## src/rtl/core/pls_pkg.sv

```systemverilog
// ----------------------------------------------------------------------------
// pls_pkg
// Command, status and sequencer codes plus field widths for the list store.
// ----------------------------------------------------------------------------
package pls_pkg;

   localparam int VALUE_W = 32;
   localparam int POS_W   = 8;
   localparam int CMD_W   = 2;
   localparam int STAT_W  = 2;

   // command codes of an input item
   typedef enum logic [CMD_W-1:0] {
      CMD_INSERT = 2'd0,
      CMD_REMOVE = 2'd1,
      CMD_DUMP   = 2'd2,
      CMD_CLEAR  = 2'd3
   } pls_cmd_type;

   // status codes of a result item
   typedef enum logic [STAT_W-1:0] {
      STAT_OK     = 2'd0,
      STAT_EMPTY  = 2'd1,
      STAT_BADPOS = 2'd2,
      STAT_FULL   = 2'd3
   } pls_status_type;

   // sequencer states
   typedef enum logic [2:0] {
      ST_IDLE,
      ST_EXEC,
      ST_RM_READ,
      ST_SHIFT,
      ST_RM_DONE,
      ST_DUMP
   } pls_state_type;

endpackage

```

## src/rtl/core/positional_list_store_core.sv

```systemverilog
// ----------------------------------------------------------------------------
// positional_list_store_core: insert, clear and rejected commands load their result in ST_EXEC,
// entered after acceptance; remove at position p reads in ST_EXEC, ST_RM_READ and ST_SHIFT, one shift
// per entry ahead of it, then loads in ST_RM_DONE; dump loads count results one per cycle unless
// the result is stalled; one item at a time. Sync reset empties the list; entries are not cleared.
// ----------------------------------------------------------------------------
module positional_list_store_core
   import pls_pkg::*;
#(
   parameter int DEPTH = 16
) (
   input  logic                     clock,
   input  logic                     reset,
   // input channel
   input  logic                     req_valid,
   output logic                     req_stall,
   input  logic [CMD_W-1:0]         req_command,
   input  logic signed [VALUE_W-1:0] req_new_value,
   input  logic [POS_W-1:0]         req_position,
   // result channel
   output logic                     rsp_valid,
   input  logic                     rsp_stall,
   output logic signed [VALUE_W-1:0] rsp_value,
   output logic [POS_W-1:0]         rsp_order,
   output logic [STAT_W-1:0]        rsp_status,
   output logic                     rsp_last,
   output logic [POS_W-1:0]         rsp_count
);

   localparam int CW = $clog2(DEPTH + 1);
   localparam int AW = (DEPTH > 1) ? $clog2(DEPTH) : 1;
   localparam int PW = CW + 1;

   // entries are held back to front: physical index count-1 is the front
   logic signed [VALUE_W-1:0] mem [DEPTH];
   logic                      mem_we;
   logic [AW-1:0]             mem_waddr;
   logic signed [VALUE_W-1:0] mem_wdata;
   logic                      mem_re;
   logic [AW-1:0]             mem_raddr;
   logic signed [VALUE_W-1:0] rdata_ff;

   pls_state_type             state_ff, state_in;
   pls_cmd_type               cmd_ff, cmd_in;
   logic signed [VALUE_W-1:0] nv_ff, nv_in;
   logic [POS_W-1:0]          pos_ff, pos_in;
   logic [CW-1:0]             cnt_ff, cnt_in;
   logic [AW-1:0]             ptr_ff, ptr_in;
   logic [CW-1:0]             ord_ff, ord_in;
   logic signed [VALUE_W-1:0] hold_ff, hold_in;

   logic                      rsp_valid_ff, rsp_valid_in;
   logic signed [VALUE_W-1:0] rsp_value_ff, rsp_value_in;
   logic [POS_W-1:0]          rsp_order_ff, rsp_order_in;
   pls_status_type            rsp_status_ff, rsp_status_in;
   logic                      rsp_last_ff, rsp_last_in;
   logic [CW-1:0]             rsp_count_ff, rsp_count_in;

   logic                      req_take;
   logic                      out_free;
   logic                      out_load;
   logic                      list_full;
   logic                      pos_bad;
   logic [PW-1:0]             cnt_w;
   logic [PW-1:0]             ptr_p1;
   logic [PW-1:0]             ptr_p2;
   logic [AW-1:0]             rm_phys;
   logic                      dump_end;

   // handshake
   assign req_stall = (state_ff != ST_IDLE);
   assign req_take  = req_valid && !req_stall;
   assign out_free  = !rsp_valid_ff || !rsp_stall;

   // decode helpers
   assign cnt_w     = PW'(cnt_ff);
   assign ptr_p1    = PW'(ptr_ff) + PW'(1);
   assign ptr_p2    = PW'(ptr_ff) + PW'(2);
   assign list_full = (cnt_ff == CW'(DEPTH));
   assign pos_bad   = (pos_ff == '0) || ({1'b0, pos_ff} > 9'(cnt_ff));
   assign rm_phys   = AW'(cnt_ff - CW'(pos_ff));
   assign dump_end  = (ord_ff == cnt_ff);

   // sequencer: next state, memory port control and result loading
   always_comb begin
      state_in      = state_ff;
      cmd_in        = cmd_ff;
      nv_in         = nv_ff;
      pos_in        = pos_ff;
      cnt_in        = cnt_ff;
      ptr_in        = ptr_ff;
      ord_in        = ord_ff;
      hold_in       = hold_ff;
      mem_we        = 1'b0;
      mem_waddr     = ptr_ff;
      mem_wdata     = rdata_ff;
      mem_re        = 1'b0;
      mem_raddr     = ptr_ff;
      out_load      = 1'b0;
      rsp_value_in  = '0;
      rsp_order_in  = '0;
      rsp_status_in = STAT_OK;
      rsp_last_in   = 1'b1;
      rsp_count_in  = cnt_ff;

      case (state_ff)
         ST_IDLE: begin
            if (req_take) begin
               cmd_in   = pls_cmd_type'(req_command);
               nv_in    = req_new_value;
               pos_in   = req_position;
               state_in = ST_EXEC;
            end
         end

         ST_EXEC: begin
            case (cmd_ff)
               CMD_INSERT: begin
                  if (out_free) begin
                     out_load = 1'b1;
                     state_in = ST_IDLE;
                     if (list_full) begin
                        rsp_status_in = STAT_FULL;
                     end else begin
                        mem_we       = 1'b1;
                        mem_waddr    = AW'(cnt_ff);
                        mem_wdata    = nv_ff;
                        cnt_in       = cnt_ff + CW'(1);
                        rsp_count_in = cnt_ff + CW'(1);
                     end
                  end
               end
               CMD_REMOVE: begin
                  if (cnt_ff == '0 || pos_bad) begin
                     if (out_free) begin
                        out_load      = 1'b1;
                        rsp_status_in = (cnt_ff == '0) ? STAT_EMPTY : STAT_BADPOS;
                        state_in      = ST_IDLE;
                     end
                  end else begin
                     mem_re    = 1'b1;
                     mem_raddr = rm_phys;
                     ptr_in    = rm_phys;
                     state_in  = ST_RM_READ;
                  end
               end
               CMD_DUMP: begin
                  if (cnt_ff == '0) begin
                     if (out_free) begin
                        out_load      = 1'b1;
                        rsp_status_in = STAT_EMPTY;
                        state_in      = ST_IDLE;
                     end
                  end else begin
                     mem_re    = 1'b1;
                     mem_raddr = AW'(cnt_ff - CW'(1));
                     ptr_in    = AW'(cnt_ff - CW'(1));
                     ord_in    = CW'(1);
                     state_in  = ST_DUMP;
                  end
               end
               CMD_CLEAR: begin
                  if (out_free) begin
                     out_load     = 1'b1;
                     cnt_in       = '0;
                     rsp_count_in = '0;
                     state_in     = ST_IDLE;
                  end
               end
               default: begin
                  state_in = ST_IDLE;
               end
            endcase
         end

         // removed value arrives; start pulling the upper entries down
         ST_RM_READ: begin
            hold_in = rdata_ff;
            if (ptr_p1 < cnt_w) begin
               mem_re    = 1'b1;
               mem_raddr = AW'(ptr_p1);
               state_in  = ST_SHIFT;
            end else begin
               state_in = ST_RM_DONE;
            end
         end

         // one entry moves down per cycle, reads run one slot ahead of writes
         ST_SHIFT: begin
            mem_we    = 1'b1;
            mem_waddr = ptr_ff;
            mem_wdata = rdata_ff;
            if (ptr_p2 < cnt_w) begin
               mem_re    = 1'b1;
               mem_raddr = AW'(ptr_p2);
               ptr_in    = AW'(ptr_p1);
            end else begin
               state_in = ST_RM_DONE;
            end
         end

         ST_RM_DONE: begin
            if (out_free) begin
               out_load     = 1'b1;
               rsp_value_in = hold_ff;
               rsp_order_in = pos_ff;
               cnt_in       = cnt_ff - CW'(1);
               rsp_count_in = cnt_ff - CW'(1);
               state_in     = ST_IDLE;
            end
         end

         // one entry per result, front first, next read issued as each one leaves
         ST_DUMP: begin
            if (out_free) begin
               out_load     = 1'b1;
               rsp_value_in = rdata_ff;
               rsp_order_in = POS_W'(ord_ff);
               rsp_last_in  = dump_end;
               if (dump_end) begin
                  state_in = ST_IDLE;
               end else begin
                  mem_re    = 1'b1;
                  mem_raddr = ptr_ff - AW'(1);
                  ptr_in    = ptr_ff - AW'(1);
                  ord_in    = ord_ff + CW'(1);
               end
            end
         end

         default: begin
            state_in = ST_IDLE;
         end
      endcase
   end

   assign rsp_valid_in = out_load || (rsp_valid_ff && rsp_stall);

   // entry memory, one write and one registered read per cycle
   always_ff @(posedge clock) begin
      if (mem_we) begin
         mem[mem_waddr] <= mem_wdata;
      end
      if (mem_re) begin
         rdata_ff <= mem[mem_raddr];
      end
   end

   // control registers
   always_ff @(posedge clock) begin
      if (reset) begin
         state_ff     <= ST_IDLE;
         cnt_ff       <= '0;
         rsp_valid_ff <= 1'b0;
      end else begin
         state_ff     <= state_in;
         cnt_ff       <= cnt_in;
         rsp_valid_ff <= rsp_valid_in;
      end
   end

   // item and working registers
   always_ff @(posedge clock) begin
      cmd_ff  <= cmd_in;
      nv_ff   <= nv_in;
      pos_ff  <= pos_in;
      ptr_ff  <= ptr_in;
      ord_ff  <= ord_in;
      hold_ff <= hold_in;
   end

   // result register
   always_ff @(posedge clock) begin
      if (out_load) begin
         rsp_value_ff  <= rsp_value_in;
         rsp_order_ff  <= rsp_order_in;
         rsp_status_ff <= rsp_status_in;
         rsp_last_ff   <= rsp_last_in;
         rsp_count_ff  <= rsp_count_in;
      end
   end

   assign rsp_valid  = rsp_valid_ff;
   assign rsp_value  = rsp_value_ff;
   assign rsp_order  = rsp_order_ff;
   assign rsp_status = rsp_status_ff;
   assign rsp_last   = rsp_last_ff;
   assign rsp_count  = POS_W'(rsp_count_ff);

endmodule

```

## config.mk

```make
export PLATFORM = sky130hd
export DESIGN_NAME = positional_list_store_core
export DESIGN_NICKNAME = d
export VERILOG_FILES = /design/src/rtl/core/pls_pkg.sv /design/src/rtl/core/positional_list_store_core.sv
export SDC_FILE = /design/constraint.sdc
export NUM_CORES = 1
export LEC_CHECK = 0
export BUFFER_PORTS_ARGS = -buffer_cell sky130_fd_sc_hd__buf_4
export CAP_MARGIN = 20
export CORE_UTILIZATION = 62
export CTS_BUF_LIST = sky130_fd_sc_hd__clkbuf_4 sky130_fd_sc_hd__clkbuf_8
export CTS_CLUSTER_SIZE = 28
export DETAILED_ROUTE_END_ITERATION = 8
export GPL_TIMING_DRIVEN = 0
export PLACE_DENSITY_LB_ADDON = 0.2
export SLEW_MARGIN = 40
export SYNTH_ARGS = -nofsm -noshare
export SYNTH_HDL_FRONTEND = slang
export SYNTH_SLANG_ARGS = --single-unit
```

## constraint.sdc

```tcl
create_clock -name clock -period 9.45 [get_ports clock]
set_input_delay 2.3625 -clock clock [delete_from_list [all_inputs] [get_ports clock]]
set_output_delay 2.3625 -clock clock [all_outputs]
set_load 0.02 [all_outputs]
```

==> flow_summary.ini <==
[global_routing]
top_usage_layer = met2
grtUsageMet2_pct = 52.6
gr-usage-all-layers_pct = 33.8
grt_pass1_wl_mm = 118
antenna_found_initial = 0
grt_pass1_vias = 19000
use_met1_pct = 46.9
use_met3_pct = 7.17
grt_overflow_total = 0
grt_max_degree = 35

[clock_tree]
cts_buffers = 106
cts_buffer_depth = 3
cts_resized = 0
clk_pin_slew_ns = 0.07
hold_buffers = 0
clk_latency_ns = 0.72
htree_levels = 3
cts_tree = yes
numClockSinks = 684
cts_root_buf = clkbuf_8
post_cts_buffers = 0

[logic_synthesis]
synth_area_per_cell_um2 = 14.4
synthFlopType = edfxtp_1
ys_seq_area_share_pct = 69.8
synth-edff-count = 675
async_reset_ff_share_pct = 0
synth_seq_cells = 684
synth.distinct_cells = 70
syn_area_um2 = 29300
synthCells = 2039
yosys_warnings = 0

[route]
postRouteAntennaNets = 0
wl_per_cell_um = 26.9
drt_drc_violations_left = 0
drtPass1Iterations = 5
wl_mm = 79.9
drtIter0Drc = 2435
vias_per_cell = 6.55
vias = 19500

[floorplan]
chipWidth_um = 219
dieArea_um2 = 48100
die_h_um = 219
initial_core_util_pct = 62.9
core_area_um2 = 46600
io_pins = 99
std_cell_rows = 79

[sta]
hold_viol = 0
setup_viol_count_final = 0
rsz0062_at_grt = false
max_freq_mhz = 181
drv_slew = 0
slew_headroom_pct = 38.6
tightest_slew_ns = 0.920
period_share_pct = 58.6
finalSetupTns_ns = 0
min_period_ns = 5.53
skew_ns = 0.0388

[setup_path]
cpMaxStageDelayCell = a21oi_1
reg2reg_slack_ns = 3.92
crit_fanout = 10
path_cells = clkbuf_1 -> inv_1 -> ha_1 -> ha_1 -> a31oi_1 -> a21oi_1 -> o21ai_0 -> nor4_1 -> o22ai_1 -> a21oi_1 -> clkbuf_1 -> o211ai_1 -> nand4_1
reg2reg_to = rdata_ff[28]$_DFFE_PP_
cp.depth = 13
crit_family = compound AO/OA/AOI/OAI gates
regToRegStartpoint = ptr_ff[0]$_DFFE_PP_
max_stage_delay_ns = 0.65
crit_type = reg2reg
crit_path_end_kind = register
cp.required_ns = 10.00
ff2ff_path_depth = 13
cp-start-kind = register
critical_path_arrival_ns = 6.09
crit_buf_inv = 3

[cells_and_area]
nets = 2368
drive_gt1_share_pct = 21.8
area_growth_pct = 15.3
fin_util_pct = 72.5

[power]
power_leakage_nw = 11.5
p_per_area_nw_per_um2 = 199
vdd_ir_drop_max_uv = 199
p_total_mw = 6.73

[min_path]
min_to = hold_ff[1]$_DFFE_PP_
hp-start = rdata_ff[1]$_DFFE_PP_
hold_depth = 0
hold_class = reg2reg

[place]
gp_congestion = 0.936
portBuffers = 95
dp_hpwl_mm = 55.1

[run_status]
outcome = complete, no violations

[job]
max_cap_violations = 0
==> layer usage <==
layer  part of all wire (%)  wire [µm]
met1                     40      31600
met2                     47      37300
met3                     10       8270
met4                    3.4       2740
met5                      0          0
==> worst max-delay path by stage <==
stage,start,end,slack (ns)
detailed placement,rsp_stall,rdata_ff[28]$_DFFE_PP_,3.50
floorplan,rsp_stall,rsp_count_ff[0]$_DFFE_PP_,1.26
CTS,ptr_ff[0]$_DFFE_PP_,rdata_ff[22]$_DFFE_PP_,4.10
finish,ptr_ff[0]$_DFFE_PP_,rdata_ff[28]$_DFFE_PP_,3.92
global route,ptr_ff[0]$_DFFE_PP_,rdata_ff[28]$_DFFE_PP_,3.86
global placement,rsp_stall,rsp_value[18]$_DFFE_PP_,-1.36
==> registers in the layout, summed over array words and instances (netlist names) <==
signal	flops
rsp_last	1
ord_ff	5
rdata_ff	32
rsp_count_ff	5
rsp_status	2
mem	512
rsp_order	8
cnt_ff	5
pos_ff	8
nv_ff	32
cmd_ff	2
hold_ff	32
ptr_ff	4
rsp_valid	1
state_ff	3
rsp_value	32
==> cells by family after synthesis <==
| group | Yosys count | share of synthesized area [%] |
|---|---|---|
| flops | 684 | 69.8 |
| compound gates | 514 | 12.7 |
| simple gates | 323 | 5.25 |
| buf+inv | 306 | 4.16 |
| mux | 166 | 6.22 |
| fa+ha+maj | 31 | 1.35 |
| xor+xnor | 14 | 0.419 |
| other cells | 1 | 0.0128 |
==> synthesized netlist by cell type, types with 4 or more instances <==
| cell type | count | share of area (%) |
|---|---|---|
| buf_1 | 13 | 0.17 |
| nand2_1 | 129 | 1.7 |
| nor4_1 | 10 | 0.21 |
| nand4_1 | 37 | 0.79 |
| a31oi_1 | 12 | 0.26 |
| dfxtp_1 | 9 | 0.62 |
| nor2b_1 | 7 | 0.15 |
| buf_2 | 35 | 0.60 |
| buf_4 | 7 | 0.18 |
| o211ai_1 | 391 | 10 |
| nor2_1 | 83 | 1.1 |
| o21ai_0 | 20 | 0.34 |
| a21o_1 | 5 | 0.13 |
| o21ai_1 | 6 | 0.10 |
| ha_1 | 30 | 1.3 |
| xor2_1 | 4 | 0.12 |
| and3_1 | 6 | 0.13 |
| inv_1 | 153 | 2.0 |
| and2_1 | 4 | 0.085 |
| or3_1 | 6 | 0.13 |
| mux2_2 | 128 | 4.9 |
| clkbuf_1 | 95 | 1.2 |
| a21oi_1 | 34 | 0.58 |
| mux2i_1 | 38 | 1.3 |
| nand3_1 | 9 | 0.15 |
| a22oi_1 | 6 | 0.15 |
| o21a_1 | 4 | 0.10 |
| edfxtp_1 | 675 | 69 |
| nor3_1 | 11 | 0.19 |
| xnor2_1 | 10 | 0.30 |
==> placed cells by master, fill, tap and decap left out, types with 11 or more instances in the layout <==
master / synthesis / final
buf_4: 7 / 105
nand4_1: 37 / 37
buf_1: 13 / 11
mux2_2: 128 / 128
clkbuf_8: 0 / 111
inv_1: 153 / 153
buf_2: 35 / 47
o211ai_1: 391 / 391
clkbuf_4: 0 / 30
clkbuf_1: 95 / 87
ha_1: 30 / 30
nor2_1: 83 / 65
mux2i_1: 38 / 38
clkinv_1: 0 / 29
buf_16: 0 / 21
nor2_4: 0 / 17
nor3_1: 11 / 11
a21oi_1: 34 / 34
edfxtp_1: 675 / 675
o21ai_0: 20 / 20
nand2_1: 129 / 129
==> power breakdown <==
part | switching [mW] | internal [mW]
combinational | 0.664 | 0.320
sequential | 0.0164 | 3.38
clock | 1.12 | 1.22
==> worst register-to-register path: stages (launching register included) <==
cell and delay (ns):
edfxtp_1 0.48, clkbuf_1 0.51, inv_1 0.24, ha_1 0.43, ha_1 0.31, a31oi_1 0.10
a21oi_1 0.65, o21ai_0 0.24, nor4_1 0.37, o22ai_1 0.23, a21oi_1 0.65, clkbuf_1 0.60
o211ai_1 0.35, nand4_1 0.22
==> cell type report <==
class	instances	area (µm²)
antenna	1	2.50
inverter	156	587
buffer	150	646
multi-input combinational	1051	7800
sequential	684	20400
timing repair buffer	142	1540
tap	607	759
clock inverter	40	220
fill	3000	12800
clock buffer	141	1750
==> stage by stage <==
step           cell area [µm²]  worst slack (ns)  cells  hold slack (ns)
6_report                 33800              3.92   2972            0.485
5_1_grt                  33700              3.86   2971            0.492
4_1_cts                  33700              4.10   2969            0.484
3_5_place_dp             31700              3.50   2788            0.469
3_3_place_gp             30800             -1.36   2743            0.463
2_1_floorplan            29300              1.26   2041            0.450
Power figures use the tool's default switching activity.
